File: src/rtl/core/si_pkg.sv
package si_pkg;

    // Result status codes.
    typedef enum logic [1:0] {
        ST_OK       = 2'd0,
        ST_DEGEN    = 2'd1,
        ST_PARALLEL = 2'd2,
        ST_OUTSIDE  = 2'd3
    } t_status;

    // Per-item condition flags that ride along the pipeline.
    typedef struct packed {
        logic degen;
        logic det_zero;
        logic neg_x;
        logic neg_y;
    } t_flags;

endpackage

File: src/rtl/core/si_if.sv


// Output channel: crossing point and status.
interface si_out_if #(parameter int W = 16) ();
    logic valid;
    logic ready;
    logic signed [W-1:0] cross_x;
    logic signed [W-1:0] cross_y;
    logic [1:0] status;

    modport source (output valid, cross_x, cross_y, status, input ready);
    modport sink (input valid, cross_x, cross_y, status, output ready);
endinterface

File: src/rtl/core/si_back.sv
module si_back import si_pkg::*; #(
    parameter int W = 16
) (
    input  logic                 i_clk,
    input  logic                 i_rst_n,
    input  logic                 i_valid,
    output logic                 o_ready,
    input  logic [W+1:0]         i_qx,
    input  logic [W+1:0]         i_qy,
    input  t_flags               i_flags,
    input  logic [8*W-1:0]       i_coords,
    si_out_if.source             o_out
);
    localparam int QW = W + 2;

    logic signed [QW-1:0] qx, qy;
    logic signed [QW-1:0] c [8];
    logic                 in_bounds;
    t_status              n_st;
    logic                 r_v;
    logic signed [W-1:0]  r_x, r_y;
    t_status              r_st;

    function automatic logic in_span(input logic signed [QW-1:0] v,
                                     input logic signed [QW-1:0] e0,
                                     input logic signed [QW-1:0] e1);
        logic signed [QW-1:0] lo, hi;
        lo = (e0 < e1) ? e0 : e1;
        hi = (e0 < e1) ? e1 : e0;
        return (v >= lo) && (v <= hi);
    endfunction

    // Signed quotients and the inclusive range tests against both segments.
    always_comb begin
        for (int k = 0; k < 8; k++) begin
            c[k] = QW'($signed(i_coords[k*W +: W]));
        end
        qx = i_flags.neg_x ? -$signed({1'b0, i_qx[W:0]}) : $signed({1'b0, i_qx[W:0]});
        qy = i_flags.neg_y ? -$signed({1'b0, i_qy[W:0]}) : $signed({1'b0, i_qy[W:0]});
        in_bounds = !i_qx[W+1] && !i_qy[W+1] &&
                    in_span(qx, c[0], c[2]) && in_span(qy, c[1], c[3]) &&
                    in_span(qx, c[4], c[6]) && in_span(qy, c[5], c[7]);
        if (i_flags.degen) begin
            n_st = ST_DEGEN;
        end else if (i_flags.det_zero) begin
            n_st = ST_PARALLEL;
        end else if (!in_bounds) begin
            n_st = ST_OUTSIDE;
        end else begin
            n_st = ST_OK;
        end
    end

    // Output register.
    assign o_ready = !r_v || o_out.ready;

    always_ff @(posedge i_clk) begin
        if (!i_rst_n) begin
            r_v <= 1'b0;
        end else if (o_ready) begin
            r_v <= i_valid;
        end
    end

    always_ff @(posedge i_clk) begin
        if (o_ready) begin
            r_st <= n_st;
            r_x  <= (n_st == ST_OK) ? qx[W-1:0] : '0;
            r_y  <= (n_st == ST_OK) ? qy[W-1:0] : '0;
        end
    end

    assign o_out.valid   = r_v;
    assign o_out.cross_x = r_x;
    assign o_out.cross_y = r_y;
    assign o_out.status  = r_st;

endmodule

File: src/flat_wrapper.sv
// flat-port wrapper written by rule: the top's interface ports become plain ports
module si_back_flat import si_pkg::*;
#(
    parameter int W = 16
)
  (i_clk, i_rst_n, i_valid, o_ready, i_qx, i_qy, i_flags, i_coords, o_out_valid, o_out_cross_x, o_out_cross_y, o_out_status, o_out_ready);
  si_out_if #(.W(W)) o_out_i ();
  input  logic i_clk;
  input  logic i_rst_n;
  input  logic i_valid;
  output logic o_ready;
  input  logic [W+1:0] i_qx;
  input  logic [W+1:0] i_qy;
  input  t_flags i_flags;
  input  logic [8*W-1:0] i_coords;
  output wire logic [$bits(o_out_i.valid)-1:0] o_out_valid;
  output wire logic [$bits(o_out_i.cross_x)-1:0] o_out_cross_x;
  output wire logic [$bits(o_out_i.cross_y)-1:0] o_out_cross_y;
  output wire logic [$bits(o_out_i.status)-1:0] o_out_status;
  input wire logic [$bits(o_out_i.ready)-1:0] o_out_ready;
  assign o_out_valid = o_out_i.valid;
  assign o_out_cross_x = o_out_i.cross_x;
  assign o_out_cross_y = o_out_i.cross_y;
  assign o_out_status = o_out_i.status;
  assign o_out_i.ready = o_out_ready;
  si_back #(.W(W)) u_core (.i_clk(i_clk), .i_rst_n(i_rst_n), .i_valid(i_valid), .o_ready(o_ready), .i_qx(i_qx), .i_qy(i_qy), .i_flags(i_flags), .i_coords(i_coords), .o_out(o_out_i));
endmodule
File: config.mk
export PLATFORM = sky130hd
export DESIGN_NAME = si_back_flat
export DESIGN_NICKNAME = d
export VERILOG_FILES = /design/src/rtl/core/si_pkg.sv /design/src/rtl/core/si_if.sv /design/src/rtl/core/si_back.sv /design/src/flat_wrapper.sv
export SDC_FILE = /design/constraint.sdc
export NUM_CORES = 1
export LEC_CHECK = 0
export ABC_CLOCK_PERIOD_IN_PS = 6800
export BUFFER_PORTS_ARGS = -buffer_cell sky130_fd_sc_hd__clkbuf_2
export CAP_MARGIN = 20
export CORE_MARGIN = 1
export CORE_UTILIZATION = 40
export DETAILED_ROUTE_END_ITERATION = 8
export MAX_ROUTING_LAYER = met4
export PLACE_DENSITY = 0.64
export SETUP_SLACK_MARGIN = 0.02
export SLEW_MARGIN = 20
export SYNTH_ARGS = -nofsm -noshare
export SYNTH_HDL_FRONTEND = slang
export SYNTH_SLANG_ARGS = --single-unit
export TNS_END_PERCENT = 5
File: constraint.sdc
create_clock -name i_clk -period 6.8 [get_ports i_clk]
set_input_delay 0.34 -clock i_clk [delete_from_list [all_inputs] [get_ports i_clk]]
set_output_delay 0.34 -clock i_clk [all_outputs]
set_load 0.005 [all_outputs]
==> results_dict.tcl, run 1 <==
set metrics [dict create \
    cts_root_buf "clkbuf_16" \
    cts_tree "done" \
    core-area_mm2 0.0237 \
    synth_top_family_by_area "compound AO/OA/AOI/OAI gates" \
    grt_setup_unrepaired "no" \
    synthXorXnorAreaFrac_pct 2.70 \
    drt-pass1-iter-count 5 \
    ys_async_sr_fraction_pct 0 \
    synth_common_cells "ha_1 (206), a221oi_1 (101), mux2i_1 (97)" \
    final.period_utilization_pct 78.7 \
    antenna_cells 0 \
    syn_inst 1180 \
    hp-class "input port to flop" \
    ctsHtreeMaxLevel 2 \
    start_util_pct 41.2 \
    drv_slew 0 \
    synth_edf_count 34 \
    finalHoldViolations 0 \
    grt_max_degree 51 \
    dr.first_iter.drc_count 800 \
    p_per_area_mw_per_mm2 132 \
    ctsResizeCount 0 \
    hpwlAfterDp_um 23000 \
    arrival_ps 5490 \
    ys.flop_type "edfxtp_1" \
    setup_ws_ps 1450 \
    synth.area.mux_share_pct 10.4 \
    fin_setup_tns_ps 0 \
    synthesis.nets 1558 \
    synthTopCellsByArea "ha_1 (26%), edfxtp_1 (10%), mux2i_1 (10%)" \
    required_ps 6940 \
    gp_congestion 0.856 \
    ys_ff_latch 35 \
    status "finished clean" \
    grt_pass1_wl_um 44900 \
    die_x_um 158 \
    dpl_worst_slack_ps 1190 \
    syn_area_mm2 0.00975 \
    ant_nets 0 \
    wire_per_inst_um 16.8 \
    critPathMaxFanout 26 \
    start_kind "input port" \
    final_cell_area_mm2 0.0113 \
    crit_path_end_kind "flop" \
    worstMarginPinSlew_ps 982 \
    routed_wl_um 28200 \
    p_total_mw 1.49 \
    min_period_ps 5350 \
    syn_to_final_growth_pct 15.6 \
    clock_path_buffers 2 \
    setup-violations-final 0 \
    cts_hold_buf 0 \
    avgSynthCellArea_um2 8.26 \
    antenna_found_initial 0 \
    yosys_warnings 0 \
    clock-sinks 35 \
    chipHeight_um 158 \
    relSlewSlack_pct 34.5 \
    ios 208 \
    fmax_mhz 187 \
    p_leak_nw 5.63 \
    routed_via_density 5.87 \
    placement.io_buffers 207 \
    yosysMostFrequentCell "ha_1" \
    post_dp_cell_area_mm2 0.0111 \
    synthAdderAreaFrac_pct 26.4 \
    yosys.area.top_type_share_pct 26.4 \
    rows 56 \
    dieArea_mm2 0.0250 \
    grt_pass1_vias 9134 \
    finalClockSkew_ps 4.05 \
    drc 0 \
    final_layout_size_suffix_gt1_share_pct 19.6 \
    vdd_drop_max_v 0.0000852 \
    clk_pin_slew_ps 60 \
    yosysTopAreaCell "ha_1" \
    drv_cap 0 \
    cts_buffers 5 \
    fin_nets 1735 \
    yosysSeqAreaShare_pct 10.7 \
    worstSkewPairLatency_ps 280 \
    vias 9831 \
    grt_use_total_pct 22.9 \
    overflow 0 \
    synth_compound_area_share_pct 26.7 \
    path_class "input port to flop" \
    synth_simple_gate_area_share_pct 17.5 \
    cts_setup_buffers 0 \
    synth_cell_types 68 \
]
==> kinds of logic after synthesis <==
logic type | Yosys count
DFF | 35
adders and majority gates | 206
and+or+nand+nor | 305
xor gates and xnor gates | 30
muxes | 101
buffers and inverters | 137
AOI/OAI and AO/OA | 366
==> cells in the final DEF, fill, tap and decap left out, types with 15 or more instances in the layout <==
cell | synthesis | final
xnor2_1 | 26 | 26
ha_1 | 206 | 206
a21oi_1 | 86 | 86
buf_4 | 1 | 18
a31oi_1 | 29 | 27
clkbuf_2 | 0 | 207
nand2_1 | 92 | 92
a21o_1 | 41 | 41
nor2_1 | 58 | 58
nor2b_4 | 20 | 20
a221oi_1 | 101 | 101
nand2b_1 | 18 | 17
o21ai_0 | 34 | 34
mux2i_1 | 97 | 97
nor2b_1 | 19 | 19
inv_1 | 80 | 80
nand3_1 | 15 | 15
edfxtp_1 | 34 | 34
nand4_1 | 28 | 28
==> flip-flops by register name (all words and copies together) (netlist names) <==
register	cells
u_core.o_out.cross_x	16
u_core.o_out.cross_y	16
u_core.o_out.status	2
u_core.o_out.valid	1
==> metal layers <==
layer | vias to the layer above | track usage (%) | share of wire (%)
met1 | 4581 | 28.0 | 45
met3 | 27 | 2.60 | 4.2
met2 | 262 | 40.4 | 49
met5 | - | - | 0
li1 | 4961 | - | -
met4 | 0 | 4.40 | 1.5
==> critical path, cell delays in order <==
cell	delay [ps]
clkbuf_2	130
inv_1	50
ha_1	290
a21o_1	160
a21oi_1	130
nor2_1	70
or2_2	490
nor2_1	210
o211a_1	580
buf_4	260
a221oi_1	80
ha_1	340
a21oi_1	160
a2bb2oi_1	170
o211ai_1	110
a221o_1	360
or3_1	350
a21o_1	200
nand4bb_4	520
buf_12	360
nor2b_1	120
==> layout make-up <==
class	count	area, um^2
Fill cell	2382	12400
Sequential cell	35	1040
Tap cell	319	399
Clock inverter	2	8.76
Multi-Input combinational cell	1008	8200
Timing Repair Buffer	226	1190
Inverter	81	304
Clock buffer	5	125
==> power breakdown <==
group / switching (mW) / internal (mW)
Combinational: 0.574 / 0.443
Clock: 0.0947 / 0.132
Sequential: 0.00371 / 0.245
==> worst paths after layout <==
kind                                          from                  endpoint  slack [ps]  cells past startpoint
worst max register to register  u_core.o_out.valid   u_core.o_out.cross_y[5]        5400                      1
worst min register to register  u_core.o_out.valid  u_core.o_out.cross_x[13]        1240                      1
worst min-delay path                       i_valid        u_core.o_out.valid         290                      3
worst max-delay path                  i_coords[61]  u_core.o_out.cross_y[15]        1450                     21
==> per-stage QoR <==
stage                     utilization, %  instances  hold WS [ps]
after floorplan                        -       1180           479
after global placement              47.0       1669           572
after detailed placement            47.0       1669           594
after CTS                           47.6       1676           292
after global routing                47.6       1676           301
final                               47.6       1676           293
Note: power is estimated with default switching activity, not from simulation.
==> inputs of run 2 (changes only) <==
--- a/config.mk
+++ b/config.mk
@@ -5,14 +5,14 @@
 export SDC_FILE = /design/constraint.sdc
 export NUM_CORES = 1
 export LEC_CHECK = 0
-export ABC_CLOCK_PERIOD_IN_PS = 6800
+export ABC_CLOCK_PERIOD_IN_PS = 4400
 export BUFFER_PORTS_ARGS = -buffer_cell sky130_fd_sc_hd__clkbuf_2
 export CAP_MARGIN = 20
 export CORE_MARGIN = 1
 export CORE_UTILIZATION = 40
 export DETAILED_ROUTE_END_ITERATION = 8
 export MAX_ROUTING_LAYER = met4
-export PLACE_DENSITY = 0.64
+export PLACE_DENSITY = 0.66
 export SETUP_SLACK_MARGIN = 0.02
 export SLEW_MARGIN = 20
 export SYNTH_ARGS = -nofsm -noshare
==> constraint.sdc (replaced) <==
create_clock -name i_clk -period 4.4 [get_ports i_clk]
set_input_delay 0.22 -clock i_clk [delete_from_list [all_inputs] [get_ports i_clk]]
set_output_delay 0.22 -clock i_clk [all_outputs]
set_load 0.005 [all_outputs]
==> run 2 against run 1 <==
First-iteration DRC count fell by 13%. Sequential power rose by 55%. Hold slack got worse by 120 ps. Clock power rose by 82%. Routed wire length rose by 8.5%. Clock-buffer cell count did not move. Final cell count rose by 7.0%. Power rose by 76%. Combinational power rose by 78%. Worst setup slack got worse by 1300 ps. Final area rose by 13%. Global-route usage rose by 1.2 points.
==> results_dict.tcl, run 2 (synthesized netlist as in run 1, its figures left out) <==
set metrics [dict create \
    finalClockSkew_ps 5.75 \
    arrival_ps 4260 \
    final_cell_area_mm2 0.0127 \
    p_total_mw 2.62 \
    timing.rr.end "u_core.o_out.cross_y[0]" \
    crit_path_end_kind "flop" \
    setup-violations-final 0 \
    placement.io_buffers 207 \
    clock_path_buffers 2 \
    cts_root_buf "clkbuf_16" \
    r2r_cells 1 \
    drt-pass1-iter-count 6 \
    vias 10400 \
    dieArea_mm2 0.0250 \
    route.met3.wl_um 1670 \
    timing.hold.ws_ps 170 \
    grt_setup_unrepaired "yes" \
    fmax_mhz 237 \
    drv_slew 0 \
    min_period_ps 4220 \
    relSlewSlack_pct 35.5 \
    routed_wl_um 30600 \
    hold_depth 3 \
    start_kind "input port" \
    post_dp_cell_area_mm2 0.0120 \
    antenna_cells 0 \
    overflow 0 \
    setup_ws_ps 184 \
    ios 208 \
    start_util_pct 41.2 \
    fin_nets 1851 \
    hp-class "input port to flop" \
    met2WireLength_um 15400 \
    cts_tree "done" \
    multi_input_area_mm2 0.00857 \
    top_layer_used "met4" \
    wl_met1_um 13200 \
    syn_to_final_growth_pct 30.3 \
    chipHeight_um 158 \
    rrSetupSlack_ps 3000 \
    cp_cell_sequence "clkbuf_2, inv_1, ha_1, a21o_1, a211o_1, nor3_2, o21ai_2, nand2_2, a31oi_4, buf_4, clkbuf_16, mux2i_1, ha_1, nand2_1, or4_4, o211a_1, o32ai_4, a21o_1, nand4bb_4, clkbuf_16, nor2b_4" \
    hpwlAfterDp_um 24700 \
    critPathMaxFanout 12 \
    drc 0 \
    finalHoldViolations 0 \
    final.period_utilization_pct 95.8 \
    grt_pass1_wl_um 47200 \
    antenna_found_initial 0 \
    rows 56 \
    layout.area.seq_mm2 0.00104 \
    ctsHtreeMaxLevel 2 \
    worstSkewPairLatency_ps 280 \
    nFillCells 2263 \
    reg2reg_from "u_core.o_out.valid" \
    holdPathEnd "u_core.o_out.valid" \
    clock-sinks 35 \
    dpl_worst_slack_ps -455 \
    cts_buffers 5 \
    gp_congestion 0.913 \
    final_layout_size_suffix_gt1_share_pct 29.6 \
    p_per_area_mw_per_mm2 206 \
    crit_path_max_incr_delay_ps 550 \
    grt_use_total_pct 24.1 \
    die_x_um 158 \
    worstMarginPinSlew_ps 968 \
    path_class "input port to flop" \
    status "finished clean" \
    most-common-layout-cells "clkbuf_2 (207), ha_1 (204), buf_4 (120)" \
    hold_path_startpoint "i_valid" \
    grt_pass1_vias 9573 \
    clk_pin_slew_ps 60 \
    drv_cap 0 \
    final_common_cell "clkbuf_2" \
    cts_hold_buf 0 \
    wire_per_inst_um 17.0 \
    dr.first_iter.drc_count 695 \
    ant_nets 0 \
    required_ps 4440 \
    p_leak_nw 6.37 \
    routed_via_density 5.81 \
    critPathSlowestCell "or4_4" \
    vdd_drop_max_v 0.000140 \
    core-area_mm2 0.0237 \
    grt_max_degree 51 \
]
## run 2: worst max path at each step
| stage | slack [ps] | start | to |
|---|---|---|---|
| after global placement | -470 | i_qx[5] | u_core.o_out.cross_y[15] |
| final | 180 | i_coords[105] | u_core.o_out.cross_x[12] |
| after global routing | -100 | i_coords[41] | u_core.o_out.cross_x[1] |
| after detailed placement | -450 | i_qx[5] | u_core.o_out.cross_x[4] |
| after floorplan | 170 | i_coords[61] | u_core.o_out.cross_x[1] |
| after CTS | -20 | i_qx[5] | u_core.o_out.cross_y[15] |
## run 2: layer usage
metal,GRT usage (%),up-vias
li1,-,5193
met3,3.39,25
met1,28.9,4872
met2,43.6,320
met5,-,-
met4,2.93,0
## run 2: where the power goes
part,internal (mW),switching [mW],total [mW]
sequential,0.379,0.00724,0.386
clock,0.265,0.149,0.414
combinational,0.851,0.971,1.82
## run 2: area by class of cell
type	instances	share of cell area (%)
Sequential cell	35	8.20
Inverter	81	2.39
Tap cell	319	3.14
Clock inverter	3	0.305
Timing Repair Buffer	340	17.5
Clock buffer	5	0.985
Multi-Input combinational cell	1010	67.5
## run 2: per-stage QoR
step	setup TNS, ps	cells	utilization (%)
after floorplan	0	1180	-
after global placement	-14590	1770	50.6
after detailed placement	-14160	1770	50.6
after CTS	-96.4	1778	51.4
after global routing	-2120	1793	53.6
final	0	1793	53.6
## run 2: critical path: cells and delay by family
| family | cells | cell delay, ps |
|---|---|---|
| adders and majority gates | 2 | 580 |
| buffers and inverters | 5 | 730 |
| muxes | 1 | 130 |
| AOI/OAI and AO/OA | 7 | 1370 |
| and+or+nand+nor | 6 | 1220 |
## run 2: what timing repair did
item	4_1_cts	5_1_grt
buffers inserted	0	9
hold endpoints to repair	0	0
endpoints found under the setup margin	32	34
resized for setup	2	63
pin swaps	0	18
cloned	0	6
==> inputs of run 3 (changes only) <==
--- a/config.mk
+++ b/config.mk
@@ -5,14 +5,14 @@
 export SDC_FILE = /design/constraint.sdc
 export NUM_CORES = 1
 export LEC_CHECK = 0
-export ABC_CLOCK_PERIOD_IN_PS = 4400
+export ABC_CLOCK_PERIOD_IN_PS = 4900
 export BUFFER_PORTS_ARGS = -buffer_cell sky130_fd_sc_hd__clkbuf_2
 export CAP_MARGIN = 20
 export CORE_MARGIN = 1
-export CORE_UTILIZATION = 40
+export CORE_UTILIZATION = 30
 export DETAILED_ROUTE_END_ITERATION = 8
 export MAX_ROUTING_LAYER = met4
-export PLACE_DENSITY = 0.66
+export PLACE_DENSITY = 0.51
 export SETUP_SLACK_MARGIN = 0.02
 export SLEW_MARGIN = 20
 export SYNTH_ARGS = -nofsm -noshare
==> constraint.sdc (replaced) <==
create_clock -name i_clk -period 4.9 [get_ports i_clk]
set_input_delay 0.245 -clock i_clk [delete_from_list [all_inputs] [get_ports i_clk]]
set_output_delay 0.245 -clock i_clk [all_outputs]
set_load 0.005 [all_outputs]
==> run 3 against run 2 <==
Register-to-register slack gained 500 ps. Global-route usage shrank 4.5 points. First-iteration DRC count shrank 17%. Combinational power shrank 19%. Sequential power shrank 10%. Final area shrank 8.2%. Worst setup slack gained 61 ps. Core utilization shrank 17 points. Routed wire length grew 3.8%. Final cell count grew 1.3%. Largest cell class unchanged.
==> results_dict.tcl, run 3 (synthesized netlist as in run 1, its figures left out) <==
set metrics [dict create \
    min_period_ps 4650 \
    finalClockSkew_ps 2.69 \
    ios 208 \
    finalHoldViolations 0 \
    clock-sinks 35 \
    grt_use_total_pct 19.6 \
    grt_setup_unrepaired "no" \
    gp_congestion 0.889 \
    final_cell_area_mm2 0.0117 \
    grt_pass1_wl_um 50500 \
    rrSetupSlack_ps 3500 \
    critPathSlowestCell "or4_1" \
    drc 0 \
    ctsHtreeMaxLevel 2 \
    drv_slew 0 \
    final_layout_size_suffix_gt1_share_pct 21.1 \
    final-instance-count-excl-fill 1816 \
    placement.io_buffers 207 \
    setup-violations-final 0 \
    cts_setup_buffers 0 \
    path_buf_inv 2 \
    syn_to_final_growth_pct 19.6 \
    cts_tree "done" \
    routed_via_density 5.45 \
    p_leak_nw 5.77 \
    routed_wl_um 31700 \
    antenna_cells 0 \
    post_dp_cell_area_mm2 0.0115 \
    antenna_found_initial 0 \
    hp-class "input port to flop" \
    die_x_um 182 \
    grt_pass1_vias 9553 \
    final.period_utilization_pct 95.0 \
    ctsResizeCount 0 \
    cp_common_cell "or4_1" \
    worstSkewPairLatency_ps 290 \
    status "finished clean" \
    relSlewSlack_pct 33.5 \
    p_per_area_mw_per_mm2 189 \
    cts_hold_buf 0 \
    most-common-layout-cells "clkbuf_2 (207), ha_1 (206), a221oi_1 (101)" \
    fmax_mhz 215 \
    required_ps 4940 \
    critPathMaxFanout 8 \
    drt-pass1-iter-count 5 \
    crit_path_end_kind "flop" \
    chipHeight_um 182 \
    wire_per_inst_um 17.5 \
    cts_buffers 5 \
    postLayoutCoreUtil_pct 36.6 \
    cts_root_buf "clkbuf_16" \
    cp_top_family "simple AND/OR/NAND/NOR gates" \
    rows 65 \
    vdd_drop_max_v 0.000105 \
    overflow 0 \
    fin_nets 1758 \
    p_total_mw 2.20 \
    fin_setup_tns_ps 0 \
    clock_path_buffers 2 \
    clk_pin_slew_ps 60 \
    path_class "input port to flop" \
    start_kind "input port" \
    hpwlAfterDp_um 26500 \
    start_util_pct 30.7 \
    grt_max_degree 41 \
    drv_cap 0 \
    cp_cell_sequence "clkbuf_2, or4_1, or4_1, nand2b_1, o31ai_2, xnor2_1, ha_1, nand4_1, or4_1, o211a_1, o32ai_1, a21o_1, nand4bb_4, buf_4, nor2b_1" \
    core-area_mm2 0.0318 \
    worstMarginPinSlew_ps 990 \
    final_common_cell "clkbuf_2" \
    dieArea_mm2 0.0332 \
    arrival_ps 4700 \
    crit_path_max_incr_delay_ps 580 \
    dp_cells 1808 \
    ant_nets 0 \
    vias 9898 \
    dr.first_iter.drc_count 580 \
]
==> run 3: changes by cell type in the layout (fill, tap and decap cells not counted), sizes merged <==
| cell | delta |
|---|---|
| clkinv | -1 |
| or2 | -2 |
| clkbuf | -3 |
| buf | -87 |
==> run 3: power breakdown <==
part           switching [mW]  total, mW  internal [mW]
clock network           0.138      0.391          0.253
logic                   0.828       1.47          0.638
registers             0.00604      0.346          0.340
==> run 3: layer usage <==
metal  wire length [um]  up-vias  track usage, %
li1                   -     4993               -
met1              14500     4614            24.4
met2              15400      263            34.3
met3               1340       28            1.92
met4                488        0            4.00
met5                  0        -               -
==> run 3: cell type report <==
cell class / instances / area [um^2]
inverter: 81 / 304
timing repair buffer: 249 / 1390
tap: 435 / 544
multi-input combinational: 1008 / 8200
clock buffer: 6 / 139
clock inverter: 2 / 35.0
sequential: 35 / 1040
fill: 3351 / 20100
==> run 3: through the flow <==
step	setup slack [ps]	hold slack [ps]
after floorplan	649	384
after global placement	-77.3	471
after detailed placement	-151	488
after CTS	172	169
after global routing	23.4	179
final	245	178
==> run 3: final timing paths <==
kind                                          from                  endpoint  cells after the start
worst max-delay path                       i_qx[5]  u_core.o_out.cross_x[15]                     15
worst min-delay path                       i_valid        u_core.o_out.valid                      3
worst max register to register  u_core.o_out.valid   u_core.o_out.cross_y[4]                      1
worst min register to register  u_core.o_out.valid   u_core.o_out.cross_x[4]                      1
